`src/sv/tlw_pkg.sv`:
```
// Shared constants, types and placement function of the two-level timing wheel.
// Used by the interfaces, the result emitter, the top level and the testbench files. No dependencies.
package tlw_pkg;

  localparam int FINE_SLOTS_LOG = 7;
  localparam int COARSE_SLOTS   = 128;
  localparam int TIMER_COUNT    = 32;

  localparam int FUNC_W = 2;
  localparam int ID_W   = 5;
  localparam int PER_W  = 14;

  localparam int FINE_SIZE = 1 << FINE_SLOTS_LOG;
  localparam int SPAN      = FINE_SIZE * COARSE_SLOTS;
  localparam int CW        = $clog2(COARSE_SLOTS);
  localparam int SLOT_W    = (FINE_SLOTS_LOG > CW) ? FINE_SLOTS_LOG : CW;
  localparam int TIDX_W    = (TIMER_COUNT > 1) ? $clog2(TIMER_COUNT) : 1;
  localparam int CNT_W     = $clog2(TIMER_COUNT + 1);
  localparam int IDX_EXT_W = (ID_W > TIDX_W) ? ID_W + 1 : TIDX_W + 1;
  localparam int S_W       = ((PER_W > FINE_SLOTS_LOG) ? PER_W : FINE_SLOTS_LOG) + 1;
  localparam int SUM_W     = ((S_W > CW) ? S_W : CW) + 1;

  typedef enum logic [FUNC_W-1:0] {
    FUNC_START = 2'd0,
    FUNC_STOP  = 2'd1,
    FUNC_TICK  = 2'd2
  } func_t;

  // One timer record as kept in the record memory.
  typedef struct packed {
    logic [PER_W-1:0]          reload;
    logic                      in_coarse;
    logic [SLOT_W-1:0]         slot;
    logic [FINE_SLOTS_LOG-1:0] fine_off;
  } rec_t;

  localparam int REC_W = $bits(rec_t);

  typedef struct packed {
    logic            push;
    logic [ID_W-1:0] id;
    logic            flush;
  } emit_req_t;

  typedef struct packed {
    logic push_ready;
    logic pend_valid;
  } emit_sts_t;

  function automatic logic period_ok(logic [PER_W-1:0] p);
    return (p != '0) && (32'(p) < 32'(SPAN));
  endfunction

  // Computes where a timer with period p lands relative to the cursors.
  function automatic rec_t place(logic [PER_W-1:0] p,
                                 logic [FINE_SLOTS_LOG-1:0] fc,
                                 logic [CW-1:0] cc);
    logic [S_W-1:0]   s;
    logic [SUM_W-1:0] sum;
    rec_t             r;
    s   = S_W'(p) + S_W'(fc);
    sum = SUM_W'(cc) + SUM_W'(s >> FINE_SLOTS_LOG);
    // The sum stays below twice the coarse size, so one subtraction wraps it.
    if (sum >= SUM_W'(COARSE_SLOTS)) begin
      sum = sum - SUM_W'(COARSE_SLOTS);
    end
    r.reload = p;
    if (S_W'(p) < S_W'(FINE_SIZE)) begin
      r.in_coarse = 1'b0;
      r.slot      = SLOT_W'(s[FINE_SLOTS_LOG-1:0]);
      r.fine_off  = '0;
    end else begin
      r.in_coarse = 1'b1;
      r.slot      = SLOT_W'(sum[CW-1:0]);
      r.fine_off  = s[FINE_SLOTS_LOG-1:0];
    end
    return r;
  endfunction

endpackage

```
`src/sv/tlw_cmd_if.sv`:
```
// Command channel of the timing wheel: valid/ready handshake with the command item.
// Depends on tlw_pkg for the field widths.
interface tlw_cmd_if;
  import tlw_pkg::*;

  logic              valid;
  logic              ready;
  logic [FUNC_W-1:0] func;
  logic [ID_W-1:0]   timer_id;
  logic [PER_W-1:0]  period;

  modport source (output valid, func, timer_id, period, input ready);
  modport sink   (input valid, func, timer_id, period, output ready);
endinterface

```
`src/sv/tlw_fire_if.sv`:
```
// Result channel of the timing wheel: valid/ready handshake with one fired timer.
// Depends on tlw_pkg for the field widths.
interface tlw_fire_if;
  import tlw_pkg::*;

  logic            valid;
  logic            ready;
  logic [ID_W-1:0] fired_id;
  logic            last;

  modport source (output valid, fired_id, last, input ready);
  modport sink   (input valid, fired_id, last, output ready);
endinterface

```
`src/sv/two_level_timing_wheel.sv`:
```
// Two-level timing wheel of periodic timers; timer records live in one RAM.
// Start and stop are taken while idle. A tick is accepted, then the scan reads the record
// RAM one record per cycle while results do not stall, then the flush state hands out
// the held final item, if any.
// Each fired timer is held until the next one fires or the scan ends, so the last is
// marked. Synchronous reset disarms all timers and zeroes both cursors; RAM not cleared.
module two_level_timing_wheel (
  input  logic       clk,
  input  logic       rst,
  tlw_cmd_if.sink    cmd,
  tlw_fire_if.source fired
);
  import tlw_pkg::*;

  typedef enum logic [2:0] {
    S_IDLE  = 3'b001,
    S_SCAN  = 3'b010,
    S_FLUSH = 3'b100
  } state_t;

  state_t                    state;
  state_t                    state_next;
  logic [TIMER_COUNT-1:0]    armed;
  logic [FINE_SLOTS_LOG-1:0] fine_cursor;
  logic [CW-1:0]             coarse_cursor;
  logic                      cascade;
  logic [CNT_W-1:0]          rd_cnt;
  logic                      ev_valid;
  logic [TIDX_W-1:0]         ev_idx;

  logic                      cmd_acc;
  logic [IDX_EXT_W-1:0]      id_ext;
  logic                      id_ok;
  logic [TIDX_W-1:0]         id_idx;
  logic                      do_start;
  logic                      do_stop;
  logic                      do_tick;
  logic [FINE_SLOTS_LOG-1:0] fine_next;

  rec_t                      rec_rd;
  logic [REC_W-1:0]          ram_rdata;
  logic                      ram_we;
  logic [TIDX_W-1:0]         ram_waddr;
  rec_t                      ram_wdata;
  logic                      ram_re;

  logic                      ev_armed;
  logic                      casc;
  logic                      in_c_n;
  logic [SLOT_W-1:0]         slot_n;
  logic                      fire_now;
  logic                      stall;
  logic                      advance;
  logic                      scan_we;
  logic                      scan_done;

  emit_req_t                 req;
  emit_sts_t                 sts;

  assign cmd.ready = (state == S_IDLE);
  assign cmd_acc   = cmd.valid && cmd.ready;
  assign id_ext    = IDX_EXT_W'(cmd.timer_id);
  assign id_ok     = id_ext < IDX_EXT_W'(TIMER_COUNT);
  assign id_idx    = id_ext[TIDX_W-1:0];

  always_comb begin
    do_start = 1'b0;
    do_stop  = 1'b0;
    do_tick  = 1'b0;
    case (cmd.func)
      FUNC_START: do_start = cmd_acc && id_ok && period_ok(cmd.period);
      FUNC_STOP:  do_stop  = cmd_acc && id_ok;
      FUNC_TICK:  do_tick  = cmd_acc;
      default:    do_tick  = 1'b0;
    endcase
  end

  assign fine_next = fine_cursor + 1'b1;

  // Evaluation of the record from the registered RAM read: cascade, then expiry.
  assign rec_rd   = rec_t'(ram_rdata);
  assign ev_armed = armed[ev_idx];
  assign casc     = cascade && rec_rd.in_coarse && (rec_rd.slot == SLOT_W'(coarse_cursor));
  assign in_c_n   = casc ? 1'b0 : rec_rd.in_coarse;
  assign slot_n   = casc ? SLOT_W'(rec_rd.fine_off) : rec_rd.slot;
  assign fire_now = ev_valid && ev_armed && !in_c_n && (slot_n == SLOT_W'(fine_cursor));
  assign stall    = fire_now && !sts.push_ready;
  assign advance  = (state == S_SCAN) && !stall;
  assign ram_re   = advance && (rd_cnt < CNT_W'(TIMER_COUNT));
  assign scan_we  = advance && ev_valid && ev_armed && (fire_now || casc);
  assign scan_done = advance && (rd_cnt == CNT_W'(TIMER_COUNT)) && !ev_valid;

  always_comb begin
    ram_we    = do_start || scan_we;
    ram_waddr = do_start ? id_idx : ev_idx;
    if (do_start) begin
      ram_wdata = place(cmd.period, fine_cursor, coarse_cursor);
    end else if (fire_now) begin
      ram_wdata = place(rec_rd.reload, fine_cursor, coarse_cursor);
    end else begin
      ram_wdata           = rec_rd;
      ram_wdata.in_coarse = in_c_n;
      ram_wdata.slot      = slot_n;
    end
  end

  tlw_ram #(
    .WIDTH(REC_W),
    .DEPTH(TIMER_COUNT)
  ) u_rec_ram (
    .clk   (clk),
    .we    (ram_we),
    .waddr (ram_waddr),
    .wdata (ram_wdata),
    .re    (ram_re),
    .raddr (rd_cnt[TIDX_W-1:0]),
    .rdata (ram_rdata)
  );

  assign req.push  = fire_now && sts.push_ready;
  assign req.id    = ID_W'(ev_idx);
  assign req.flush = (state == S_FLUSH);

  tlw_emit u_emit (
    .clk   (clk),
    .rst   (rst),
    .req   (req),
    .sts   (sts),
    .fired (fired)
  );

  always_comb begin
    state_next = state;
    case (state)
      S_IDLE:  if (do_tick) state_next = S_SCAN;
      S_SCAN:  if (scan_done) state_next = S_FLUSH;
      S_FLUSH: if (!sts.pend_valid) state_next = S_IDLE;
      default: state_next = S_IDLE;
    endcase
  end

  always_ff @(posedge clk) begin
    if (rst) begin
      state         <= S_IDLE;
      armed         <= '0;
      fine_cursor   <= '0;
      coarse_cursor <= '0;
      cascade       <= 1'b0;
      rd_cnt        <= '0;
      ev_valid      <= 1'b0;
    end else begin
      state <= state_next;
      if (do_start) begin
        armed[id_idx] <= 1'b1;
      end else if (do_stop) begin
        armed[id_idx] <= 1'b0;
      end
      if (do_tick) begin
        fine_cursor <= fine_next;
        cascade     <= (fine_next == '0);
        if (fine_next == '0) begin
          if (coarse_cursor == CW'(COARSE_SLOTS - 1)) begin
            coarse_cursor <= '0;
          end else begin
            coarse_cursor <= coarse_cursor + 1'b1;
          end
        end
        rd_cnt   <= '0;
        ev_valid <= 1'b0;
      end else if (advance) begin
        if (ram_re) begin
          rd_cnt <= rd_cnt + 1'b1;
        end
        ev_valid <= ram_re;
      end
    end
  end

  always_ff @(posedge clk) begin
    if (advance) begin
      ev_idx <= rd_cnt[TIDX_W-1:0];
    end
  end

  a_no_write_on_stall: assert property (@(posedge clk) disable iff (rst)
    stall |-> !ram_we)
    else $error("record written back while the scan is stalled");

  a_no_same_entry_rw: assert property (@(posedge clk) disable iff (rst)
    (ram_we && ram_re) |-> (ram_waddr != rd_cnt[TIDX_W-1:0]))
    else $error("record read and written at the same entry");

  a_tick_starts_scan: assert property (@(posedge clk) disable iff (rst)
    do_tick |=> (state == S_SCAN) && (rd_cnt == '0) && !ev_valid)
    else $error("tick did not restart the scan");

  a_idle_empty: assert property (@(posedge clk) disable iff (rst)
    (state == S_IDLE) |-> !sts.pend_valid && !ev_valid)
    else $error("idle with a fired timer still held");
endmodule

```
`src/sv/tlw_ram.sv`:
```
// Generic single-port-write, single-port-read RAM with a registered read.
// No dependencies.
module tlw_ram #(
  parameter int WIDTH = 8,
  parameter int DEPTH = 16
) (
  input  logic                                      clk,
  input  logic                                      we,
  input  logic [((DEPTH > 1) ? $clog2(DEPTH) : 1)-1:0] waddr,
  input  logic [WIDTH-1:0]                          wdata,
  input  logic                                      re,
  input  logic [((DEPTH > 1) ? $clog2(DEPTH) : 1)-1:0] raddr,
  output logic [WIDTH-1:0]                          rdata
);
  logic [WIDTH-1:0] mem [DEPTH];

  always_ff @(posedge clk) begin
    if (we) begin
      mem[waddr] <= wdata;
    end
    if (re) begin
      rdata <= mem[raddr];
    end
  end
endmodule

```
`src/sv/tlw_emit.sv`:
```
// Result emitter: holds back one fired timer so the last one of a tick can be marked,
// and drives the registered result channel. Depends on tlw_pkg and tlw_fire_if.
module tlw_emit (
  input  logic                clk,
  input  logic                rst,
  input  tlw_pkg::emit_req_t  req,
  output tlw_pkg::emit_sts_t  sts,
  tlw_fire_if.source          fired
);
  import tlw_pkg::*;

  logic            pend_valid;
  logic [ID_W-1:0] pend_id;
  logic            out_valid;
  logic [ID_W-1:0] out_id;
  logic            out_last;
  logic            out_free;
  logic            load_push;
  logic            load_flush;

  assign out_free   = !out_valid || fired.ready;
  assign load_push  = req.push && pend_valid;
  assign load_flush = req.flush && pend_valid && out_free;

  assign sts.push_ready = !pend_valid || out_free;
  assign sts.pend_valid = pend_valid;

  assign fired.valid    = out_valid;
  assign fired.fired_id = out_id;
  assign fired.last     = out_last;

  always_ff @(posedge clk) begin
    if (rst) begin
      pend_valid <= 1'b0;
      out_valid  <= 1'b0;
    end else begin
      if (req.push) begin
        pend_valid <= 1'b1;
      end else if (load_flush) begin
        pend_valid <= 1'b0;
      end
      if (load_push || load_flush) begin
        out_valid <= 1'b1;
      end else if (fired.ready) begin
        out_valid <= 1'b0;
      end
    end
  end

  always_ff @(posedge clk) begin
    if (req.push) begin
      pend_id <= req.id;
    end
    if (load_push || load_flush) begin
      out_id   <= pend_id;
      out_last <= load_flush;
    end
  end

  a_no_push_and_flush: assert property (@(posedge clk) disable iff (rst)
    !(req.push && req.flush))
    else $error("push and flush requested together");

  a_push_only_when_ready: assert property (@(posedge clk) disable iff (rst)
    req.push |-> sts.push_ready)
    else $error("push while the emitter cannot take it");

  a_flush_marks_last: assert property (@(posedge clk) disable iff (rst)
    load_flush |=> out_valid && out_last && !pend_valid)
    else $error("flush did not produce a final item");
endmodule

```
`src/flat_wrapper.sv`:
```
// flat-port wrapper written by rule: the top's interface ports become plain ports
module two_level_timing_wheel_flat import tlw_pkg::*;
  (clk, rst, cmd_valid, cmd_func, cmd_timer_id, cmd_period, cmd_ready, fired_valid, fired_fired_id, fired_last, fired_ready);
  tlw_cmd_if cmd_i ();
  tlw_fire_if fired_i ();
  input  logic clk;
  input  logic rst;
  input wire logic [$bits(cmd_i.valid)-1:0] cmd_valid;
  input wire logic [$bits(cmd_i.func)-1:0] cmd_func;
  input wire logic [$bits(cmd_i.timer_id)-1:0] cmd_timer_id;
  input wire logic [$bits(cmd_i.period)-1:0] cmd_period;
  output wire logic [$bits(cmd_i.ready)-1:0] cmd_ready;
  output wire logic [$bits(fired_i.valid)-1:0] fired_valid;
  output wire logic [$bits(fired_i.fired_id)-1:0] fired_fired_id;
  output wire logic [$bits(fired_i.last)-1:0] fired_last;
  input wire logic [$bits(fired_i.ready)-1:0] fired_ready;
  assign cmd_i.valid = cmd_valid;
  assign cmd_i.func = cmd_func;
  assign cmd_i.timer_id = cmd_timer_id;
  assign cmd_i.period = cmd_period;
  assign cmd_ready = cmd_i.ready;
  assign fired_valid = fired_i.valid;
  assign fired_fired_id = fired_i.fired_id;
  assign fired_last = fired_i.last;
  assign fired_i.ready = fired_ready;
  two_level_timing_wheel u_core (.clk(clk), .rst(rst), .cmd(cmd_i), .fired(fired_i));
endmodule
```
`config.mk`:
```
export PLATFORM = sky130hd
export DESIGN_NAME = two_level_timing_wheel_flat
export DESIGN_NICKNAME = d
export VERILOG_FILES = /design/src/sv/tlw_pkg.sv /design/src/sv/tlw_cmd_if.sv /design/src/sv/tlw_fire_if.sv /design/src/sv/two_level_timing_wheel.sv /design/src/sv/tlw_ram.sv /design/src/sv/tlw_emit.sv /design/src/flat_wrapper.sv
export SDC_FILE = /design/constraint.sdc
export NUM_CORES = 1
export LEC_CHECK = 0
export BUFFER_PORTS_ARGS = -buffer_cell sky130_fd_sc_hd__buf_2
export CORE_ASPECT_RATIO = 1.4
export CORE_MARGIN = 4
export CORE_UTILIZATION = 38
export CTS_CLUSTER_DIAMETER = 100
export DETAILED_ROUTE_END_ITERATION = 8
export PLACE_DENSITY_LB_ADDON = 0.08
export SYNTH_ARGS = -nofsm -noshare
export SYNTH_HDL_FRONTEND = slang
export SYNTH_SLANG_ARGS = --single-unit
```
`constraint.sdc`:
```
create_clock -name clk -period 9.2 [get_ports clk]
set_input_delay 0.46 -clock clk [delete_from_list [all_inputs] [get_ports clk]]
set_output_delay 0.46 -clock clk [all_outputs]
set_load 0.01 [all_outputs]
```
==> summary.md <==
* 289 µm — die extent in x
* 0 — number of remaining DRC errors
* 2192 — instance count of the mapped netlist
* 0 — Slew Limit Fails
* sky130_fd_sc_hd__edfxtp_1 — most frequently used flop master after synthesis
* 115 — largest net degree at the start of global routing
* 25.7% — fraction of layout cells with a size suffix above 1
* 0 — max-capacitance violation count
* 3 — H-tree levels
* 0.0478 mm² — finished layout cell area
* 38.3% — starting density of the core
* false — unrepaired setup endpoints after global routing
* 0.0304 mm² — FF+latch area
* 144 — number of placement rows
* 0.000152 V — Max rail drop VDD
* 0% — async set-or-reset flop fraction in the synthesized netlist
* flop to flop — startpoint-to-endpoint class of the critical path
* 29.5 ps — Max Clock Skew
* 22500 — number of global-route vias before repair
* 2.15% — fraction of the mapped netlist area in compound gates
* 15.0 nW — total leakage power
* 0.0114 mm² — total area of multi-input combinational cells
* 0.854 — final weighted congestion in routability-driven placement
* 1972 — Starting DRT DRC Count
* 71 — count of cell types in the netlist
* 0.116 mm² — Total Die Area
* 166 mm — global-route wire length before repair
* 0 — number of cells upsized or downsized after cts
* 0 — number of buffers inserted for hold repair after clock tree synthesis
* 72.3% — fraction of the yosys area taken by sequential cells
* 16.9% — multiplexer share of the synthesized area
* built — clock tree from TritonCTS
* 30.5 µm — mean routed wirelength per cell
* 199 mW/mm² — ratio of total power to cell area
* multiplexers — dominant combinational cell family by area after synthesis
* 0 — total grt overflow
* 700 ps — insertion delay to the later sink of the worst-skew pair
* 1340 ps — actual transition at the worst max-transition pin
* 2340 — Net count, final
* 4 — number of antenna violations at the first check in global routing
* sky130_fd_sc_hd__edfxtp_1, sky130_fd_sc_hd__mux4_2, sky130_fd_sc_hd__nand2_1 — top library cells by usage in the layout, fill and taps aside
* sky130_fd_sc_hd__clkbuf_16 — buffer cell driving the clock tree root
* sky130_fd_sc_hd__edfxtp_1 — commonest non-fill, non-tap cell in the layout
* finished, final reports clean — status
* 0.192 GHz — Peak Freq
* 5210 ps — post-layout minimum cycle time
* 56.7% — period utilization
* 33 — number of primary I/O pins
* 32 — number of buffer cells added on primary ports
* 4.98% — Simple-Gate Fraction of Synth Area
* 19.2 µm² — synthesized area per cell
* 0.0444 mm² — total placed instance area
* 117 mm — aggregate routed wire length
* 43.5% — share of the core filled with cells
* 0.00951 W — total chip power
* 0.0421 mm² — mapped cell area
* 5 — DRT Pass-1 Iters
* 20.2% — global router's overall resource usage
* 0 ps — setup TNS
* input port to flop — type of the most critical hold path
* 0 — remaining antenna violation count after routing
* 0 — final hold vios
* 1.11% — post-synthesis adder-cell area fraction
* 32 — CP max FO
* 3 — Clock Tree Buf Depth
* 13.6% — signed area change from the synthesized netlist to the final layout
* flop — kind of launch point of the worst setup path
* 1032 — number of flip-flops and latches in the synthesized netlist
* 64.7 mm — estimated wirelength of the detail-placed design
* 5520 ps — Critical Path AT
* 0 — Synth warnings
* 102 — number of CTS-inserted buffers
* 1032 — clock sinks
* 21400 — via count
* 226 ps — final hold slack
* 10.1% — Slew headroom
* flop — nature of the critical path endpoint
* 2252 — net count after synthesis
* 70 ps — Clk pin slew, worst setup/hold paths
* 0 — Post-CTS Setup Bufs
* 402 µm — floorplan die height
* 973 — EDFF count, synth
* 5.58 — Vias/cell
* 9500 ps — data required time at the worst endpoint
* 1.24% — xor/xnor cell area share of the yosys netlist
* 0.110 mm² — area inside the core boundary
* 0 — total of endpoints with negative setup slack in the final report
* 9600 — number of filler instances in the final layout
==> worst paths after layout <==
path / startpoint / depth (start not counted) / slack (ps) / to
min reg2reg: u_core.u_emit.pend_id[0] / 0 / 420 / u_core.u_emit.fired.fired_id[0]
max reg2reg: u_core.fine_cursor[1] / 15 / 3990 / u_core.u_rec_ram.mem[0][13]
max: u_core.fine_cursor[1] / 15 / 3990 / u_core.u_rec_ram.mem[0][13]
min: cmd_timer_id[2] / 3 / 230 / flop
==> through the flow <==
step,instances,worst slack (ps)
after floorplan,2192,4110
after global placement,3636,4160
after detailed placement,3636,4120
after CTS,3826,4050
after global routing,3826,3620
final,3829,3990
==> registers in the layout, summed over array words and instances, names as in the netlist, 5 cells and up, named ones only <==
name	flops
u_core.u_emit.pend_id	5
u_core.coarse_cursor	7
u_core.u_emit.fired.fired_id	5
u_core.rd_cnt	6
u_core.ev_idx	5
u_core.u_rec_ram.rdata	29
u_core.u_rec_ram.mem	928
u_core.fine_cursor	7
==> critical path, stage by stage (launching register included) <==
cell	delay [ps]
sky130_fd_sc_hd__dfxtp_1	560
sky130_fd_sc_hd__ha_1	310
sky130_fd_sc_hd__a21oi_1	200
sky130_fd_sc_hd__o211ai_1	170
sky130_fd_sc_hd__o41ai_1	760
sky130_fd_sc_hd__xnor2_1	200
sky130_fd_sc_hd__ha_1	220
sky130_fd_sc_hd__inv_1	70
sky130_fd_sc_hd__fa_1	390
sky130_fd_sc_hd__nand2b_1	180
sky130_fd_sc_hd__a21oi_1	230
sky130_fd_sc_hd__or4_1	160
sky130_fd_sc_hd__nand3_1	80
sky130_fd_sc_hd__xnor2_1	160
sky130_fd_sc_hd__a211oi_1	120
sky130_fd_sc_hd__o31ai_4	970
==> kinds of logic (layout without fill, tap and decap cells) <==
group	after synthesis	in the layout
other	0	3
DFF	1032	1032
buffers and inverters	136	310
muxes	341	341
adders and majority gates	35	35
AOI/OAI and AO/OA	130	130
and+or+nand+nor	460	460
xor gates and xnor gates	58	58
==> per-layer routing <==
metal,wire length (µm),global-route usage (%),up-vias
met5,0,0,-
met4,3560,6.61,0
met3,5010,3.00,163
met2,61600,35.5,570
met1,46500,25.7,11600
li1,-,-,9079
==> cell type report <==
class	count	share of cell area (%)
flip-flops and latches	1032	63.7
multi-input cells	1024	23.8
clock buffers	132	5.71
well taps	1460	3.82
clock inverters	58	1.39
repair buffers	94	1.36
inverters	26	0.210
diodes	3	0.0157
==> cells in the mapped netlist, types with 5 or more instances <==
| library cell | instances | area, µm² |
|---|---|---|
| sky130_fd_sc_hd__nand4_1 | 14 | 87.6 |
| sky130_fd_sc_hd__a221o_1 | 5 | 50.1 |
| sky130_fd_sc_hd__mux4_2 | 295 | 6640 |
| sky130_fd_sc_hd__mux2i_1 | 39 | 390 |
| sky130_fd_sc_hd__o21ai_0 | 20 | 100 |
| sky130_fd_sc_hd__a31oi_1 | 6 | 37.5 |
| sky130_fd_sc_hd__nand2_1 | 220 | 826 |
| sky130_fd_sc_hd__and2_1 | 6 | 37.5 |
| sky130_fd_sc_hd__dfxtp_1 | 59 | 1180 |
| sky130_fd_sc_hd__buf_2 | 7 | 35.0 |
| sky130_fd_sc_hd__buf_1 | 30 | 113 |
| sky130_fd_sc_hd__nor2_1 | 80 | 300 |
| sky130_fd_sc_hd__nor3b_1 | 7 | 52.6 |
| sky130_fd_sc_hd__a21o_1 | 6 | 45.0 |
| sky130_fd_sc_hd__clkbuf_1 | 69 | 259 |
| sky130_fd_sc_hd__xnor2_1 | 30 | 263 |
| sky130_fd_sc_hd__ha_1 | 31 | 388 |
| sky130_fd_sc_hd__o21bai_1 | 5 | 37.5 |
| sky130_fd_sc_hd__o211ai_1 | 7 | 52.6 |
| sky130_fd_sc_hd__edfxtp_1 | 973 | 29200 |
| sky130_fd_sc_hd__a21oi_1 | 49 | 245 |
| sky130_fd_sc_hd__nor3_1 | 34 | 170 |
| sky130_fd_sc_hd__nor2b_1 | 7 | 43.8 |
| sky130_fd_sc_hd__xor2_1 | 26 | 228 |
| sky130_fd_sc_hd__and3_1 | 13 | 81.3 |
| sky130_fd_sc_hd__inv_1 | 25 | 93.8 |
| sky130_fd_sc_hd__a211oi_1 | 6 | 45.0 |
| sky130_fd_sc_hd__nand3_1 | 34 | 170 |
| sky130_fd_sc_hd__mux2_2 | 6 | 67.6 |
| sky130_fd_sc_hd__nand2b_1 | 12 | 75.1 |
| sky130_fd_sc_hd__or3_1 | 5 | 31.3 |
==> power by group <==
part	internal, W	total (W)	switching [W]
sequential	0.00512	0.00512	0.00000349
clock	0.00246	0.00425	0.00179
combinational	0.0000318	0.000142	0.000110
total	0.00761	0.00951	0.00190
(Power assumes the default switching activity.)
